==> src/sv/ffha_pkg.sv <==
package ffha_pkg;

   localparam logic [2:0] ST_OK       = 3'd0;
   localparam logic [2:0] ST_ZERO     = 3'd1;
   localparam logic [2:0] ST_NOSPACE  = 3'd2;
   localparam logic [2:0] ST_OVERFLOW = 3'd3;
   localparam logic [2:0] ST_UNKNOWN  = 3'd4;

   localparam logic [1:0] MODE_ALLOC  = 2'd0;
   localparam logic [1:0] MODE_FREE   = 2'd1;
   localparam logic [1:0] MODE_RESIZE = 2'd2;
   localparam logic [1:0] MODE_ZALLOC = 2'd3;

   localparam logic CSR_HEAP_BASE  = 1'b0;
   localparam logic CSR_HEAP_LIMIT = 1'b1;

   typedef struct packed {
      logic [1:0]  mode;
      logic [31:0] request_size;
      logic [31:0] element_count;
      logic [31:0] block_address;
   } req_type;

   typedef struct packed {
      logic [2:0]  status;
      logic [31:0] address;
   } rsp_type;

   // One table entry: header address, payload size and free mark.
   typedef struct packed {
      logic [31:0] base;
      logic [31:0] size;
      logic        free;
   } entry_type;

endpackage

==> src/sv/ffha_mul.sv <==
// Unsigned 32 by 32 product, formed from four 16 by 16 partial products
// in a register stage of partial products followed by a register stage
// for their sum. The product is valid while done is high; done follows start through the same registers.
module ffha_mul
   import ffha_pkg::*;
(
   input  logic        clock,
   input  logic        start,
   input  logic [31:0] op_a,
   input  logic [31:0] op_b,
   output logic [63:0] product,
   output logic        done
);

   logic [31:0] p_ll_ff, p_lh_ff, p_hl_ff, p_hh_ff;
   logic        stage_ff;
   logic [63:0] product_ff;
   logic        done_ff;

   // Partial products.
   always_ff @(posedge clock) begin
      p_ll_ff  <= op_a[15:0]  * op_b[15:0];
      p_lh_ff  <= op_a[15:0]  * op_b[31:16];
      p_hl_ff  <= op_a[31:16] * op_b[15:0];
      p_hh_ff  <= op_a[31:16] * op_b[31:16];
      stage_ff <= start;
   end

   // Sum of the shifted partial products.
   always_ff @(posedge clock) begin
      product_ff <= {p_hh_ff, 32'd0} + {16'd0, p_lh_ff, 16'd0}
                    + {16'd0, p_hl_ff, 16'd0} + {32'd0, p_ll_ff};
      done_ff    <= stage_ff;
   end

   assign product = product_ff;
   assign done    = done_ff;

endmodule
==> config.mk <==
export PLATFORM = sky130hd
export DESIGN_NAME = ffha_mul
export DESIGN_NICKNAME = d
export VERILOG_FILES = /design/src/sv/ffha_pkg.sv /design/src/sv/ffha_mul.sv
export SDC_FILE = /design/constraint.sdc
export NUM_CORES = 2
export LEC_CHECK = 0
export ABC_CLOCK_PERIOD_IN_PS = 7140
export BUFFER_PORTS_ARGS = -buffer_cell sky130_fd_sc_hd__buf_2
export CAP_MARGIN = 20
export CORE_ASPECT_RATIO = 0.6
export CORE_MARGIN = 1
export CORE_UTILIZATION = 50
export DETAILED_ROUTE_END_ITERATION = 8
export GPL_ROUTABILITY_DRIVEN = 1
export MAX_ROUTING_LAYER = met4
export PLACE_DENSITY = 0.69
export SETUP_SLACK_MARGIN = 0.2
export SYNTH_ARGS = -nofsm -noshare
export SYNTH_HDL_FRONTEND = slang
export SYNTH_SLANG_ARGS = --single-unit
==> constraint.sdc <==
create_clock -name clock -period 7.14 [get_ports clock]
set_clock_uncertainty 0.2 [all_clocks]
set_input_delay 1.428 -clock clock [delete_from_list [all_inputs] [get_ports clock]]
set_output_delay 1.428 -clock clock [all_outputs]
set_load 0.01 [all_outputs]
# [After elaboration in Yosys (flattened, before gate mapping)]
# Index checks and enable logic that the tools add are counted.
[word_totals] ff_bits=194 in_bits=66 out_inout_bits=65 elab_cells=14
[classes] n_addsub=3 multipliers=4
[ops] op="adder 64 x 48 -> 64 bit" count=2
[ops] op="multiplier 16 x 16 -> 32 bit" count=4
[ops] op="adder 64 x 32 -> 64 bit" count=1

# [Longest topological paths before layout]
[depth] depth_word=3 depth_mapped=23 ltp_nobuf=22

# [Worst setup path before layout]
# Ideal clock, no wire load.
[synth_timing] path_kind="input to register" from="input port op_a[23]" to="register p_hl_ff[29]" setup_time_ps=127 arrival_ps=6907 required_time_ps=6813 slack_ps=-94 cell_stages=21 path_buffers=1 cell_sequence="clkbuf_1 -> nand2_1 -> fa_1 -> inv_1 -> fa_1 -> inv_1 -> fa_1 -> inv_1 -> fa_1 -> fa_1 -> inv_1 -> fa_1 -> inv_1 -> ha_1 -> and3_1 -> and3_1 -> or4b_1 -> a31o_2 -> a32oi_1 -> o21ai_0 -> xor2_1"
[synth_via] elab_chain_len=1
[synth_lines] item="from (decl)" line_no="ffha_mul.sv:9" text="input logic [31:0] op_a,"
[synth_lines] item="multiplier 16 x 16 -> 32 bit" line_no="ffha_mul.sv:24" text="p_hl_ff <= op_a[31:16] * op_b[15:0];"
[synth_lines] item="to (signal assigned)" line_no="ffha_mul.sv:24"
[synth_lines] item="to (decl)" line_no="ffha_mul.sv:15" text="logic [31:0] p_ll_ff, p_lh_ff, p_hl_ff, p_hh_ff;"
# Every way passes these cells.

# [Final worst setup path]
[layout_timing] from="input port op_b[22]" to="register p_hh_ff[24]"
[layout_via] elab_chain_len=1
[layout_lines] item="from (decl)" line_no="ffha_mul.sv:10" text="input logic [31:0] op_b,"
[layout_lines] item="multiplier 16 x 16 -> 32 bit" line_no="ffha_mul.sv:25" text="p_hh_ff <= op_a[31:16] * op_b[31:16];"
[layout_lines] item="to (signal assigned)" line_no="ffha_mul.sv:25"
[layout_lines] item="to (decl)" line_no="ffha_mul.sv:15"
# Every way passes these cells.

==> impl_metrics.json <==
{
  "portBuffers": 130,
  "seq_area_frac_synth": 0.09596,
  "clkSinkCount": 194,
  "final_nets": 6244,
  "cts_hold_buf": 0,
  "timing.critical_path.max_delay_family": "adder cells",
  "die_x_um": 369.3,
  "max_stage_delay_ns": 0.52,
  "cp_data_required_time_ns": 7.35,
  "numCtsBuffers": 17,
  "finalCritPeriodShare": 0.9628,
  "ys.warnings.count": 0,
  "synthArstFlopShare": 0,
  "critPathSlowestCell": "fa_1",
  "synth_edf_count": 0,
  "cts_root_buffer": "clkbuf_16",
  "crit_chain": "buf_4 -> buf_4 -> and2_1 -> fa_1 -> inv_1 -> fa_1 -> inv_1 -> fa_1 -> fa_1 -> fa_1 -> inv_1 -> fa_1 -> inv_1 -> ha_4 -> nand2_4 -> nor3_4 -> o311ai_2 -> buf_4 -> a31oi_4 -> o21ai_2 -> buf_6 -> o21ai_2 -> a21oi_2 -> xnor2_1",
  "syn_nets": 5804,
  "routed_wl_mm": 116.2,
  "final_antenna_net_count": 0,
  "finalHoldViolCount": 0,
  "grt_pass1_vias": 32143,
  "grt_setup_unrepaired": "no",
  "cp-start-kind": "primary input",
  "synth_top_area_share": 0.4001,
  "ys_top_cells_by_count": "949 x inv_1, 809 x fa_1, 627 x nand2_1",
  "synth.cell_area_mm2": 0.04047,
  "synth_cells": 4481,
  "synthTopCellsByArea": "fa_1 40%, ha_1 14%, dfxtp_1 9.6%",
  "drcViolationCount": 16,
  "syn_area_per_cell_um2": 9.032,
  "grt_start_max_net_pins": 33,
  "clock_path_buffers": 2,
  "crit_buf_inv": 8,
  "post-dp-hpwl_mm": 99.03,
  "gp_congestion": 0.9669,
  "critPathKind": "primary input to flop",
  "antenna_found_initial": 11,
  "path_clk_slew_ns": 0.12,
  "drtPass1Iterations": 8,
  "placement.cell_area_mm2": 0.04586,
  "synth_largest_area_cell": "fa_1",
  "utilization": 0.5921,
  "slew_headroom": 0.3210,
  "die_h_um": 222.4,
  "grt.overflow.total": 0,
  "design_area_mm2": 0.04724,
  "finalMaxSlewViolations": 0,
  "hold_path.class": "flop to flop",
  "drt-initial-drc-count": 2682,
  "dieArea_mm2": 0.08213,
  "ys_types": 67,
  "failed_checks": "design-rule violations",
  "setup_viol": 0,
  "final.min_clock_period_ns": 6.875,
  "placed_cells_incl_taps": 5963,
  "layout-drive-gt1-share": 0.1526,
  "drt-wirelength-per-cell_um": 19.35,
  "ioPinCount": 131,
  "ys.flop_type": "dfxtp_1",
  "pre_cts_ws_ns": -0.8444,
  "crit_path_frequent_cell": "fa_1",
  "max_freq_mhz": 145.5,
  "synth_seq_cells": 194,
  "grt_pass1_wl_mm": 184.8,
  "insertion_delay_ns": 0.55,
  "crit_fanout": 10,
  "final_cell_count_no_fill": 6007,
  "area_delta_synth_final_pct": 16.71,
  "fp-row-count": 80,
  "htreeDepth": 4,
  "cts_tree": "built",
  "layout_setup_ws_ns": 0.2655,
  "via_per_inst": 5.235,
  "cap_violations": 0,
  "vias": 31444,
  "post-synth-top-count-cell": "inv_1",
  "cp.arrival_ns": 7.08,
  "run_status": "complete, but fails checks",
  "worstMarginPinSlew_ns": 1.012,
  "floorplan.initialDensity": 0.5073,
  "endpoint_kind": "flop",
  "coreArea_mm2": 0.07978,
  "grtUsageTotal": 0.3031
}
[cell families after synthesis]
family / synth area share
compound gates: 0.06514
xor+xnor: 0.03268
fa+ha+maj: 0.5386
buf+inv: 0.1067
flops: 0.09596
mux: 0.0002473
simple gates: 0.1607
[through the flow]
step                hold slack, ns  setup TNS [ns]
floorplan                   0.1096               0
global route                0.1057               0
global placement            0.1099          -18.75
finish                     0.09694               0
detailed placement          0.1138          -17.45
CTS                        0.09955               0
[sequential cells by signal, summed over array words and instances (netlist names)]
register,count
product,64
p_hh_ff,32
p_hl_ff,32
p_lh_ff,32
p_ll_ff,32
done,1
stage_ff,1
[layer usage]
layer  up-vias  track usage  part of all wire
met5         -            -                 0
met4         0      0.04979             0.013
met3        80      0.09722              0.12
met2      1292       0.3779              0.38
met1     15673       0.4718              0.49
li1      14399            -                 -
[cells in the final DEF, fill, tap and decap left out, types with 77 or more instances in the layout]
master and n:
and2_1 477, a21oi_1 119, buf_4 457, ha_1 431
dfxtp_1 194, fa_1 801, xnor2_1 93, buf_2 89
inv_1 945, nand2_1 623, nor2_1 77
[worst register-to-register path, stage by stage, from the launching register on]
cell and delay, ns:
dfxtp_1 0.33, inv_1 0.05, fa_1 0.45, inv_1 0.09
ha_1 0.27, inv_1 0.10, fa_1 0.47, nand2b_1 0.18
a211oi_1 0.38, o41ai_2 0.20, o32a_1 0.28, o221ai_2 0.58
and3b_2 0.40, o21ai_0 0.15, xnor2_1 0.16
[final cells by class]
| type | instances | area [µm²] |
|---|---|---|
| Timing Repair Buffer | 621 | 4992 |
| Sequential cell | 194 | 3884 |
| Clock buffer | 17 | 425.4 |
| Fill cell | 6916 | 32540 |
| Multi-Input combinational cell | 3138 | 32830 |
| Tap cell | 1066 | 1334 |
| Clock inverter | 15 | 195.2 |
| Inverter | 949 | 3562 |
| Antenna cell | 7 | 17.52 |
[path summary, 6_finish.rpt]
path | cells after the start | to | from | slack (ns)
max | 24 | p_hh_ff[24] | op_b[22] | 0.27
min | 0 | product[0] | p_ll_ff[0] | 0.1
max reg2reg | 14 | product[63] | p_ll_ff[16] | 2.72
min reg2reg | 0 | product[0] | p_ll_ff[0] | 0.1
[repair_timing]
action	CTS	global route
setup endpoints to repair	13	46
buffers inserted	0	5
pin swaps	2	52
gates resized for setup	24	167
Power is not shown: default switching activity piles up to over one toggle a cycle in this logic, so the estimate is an artifact.
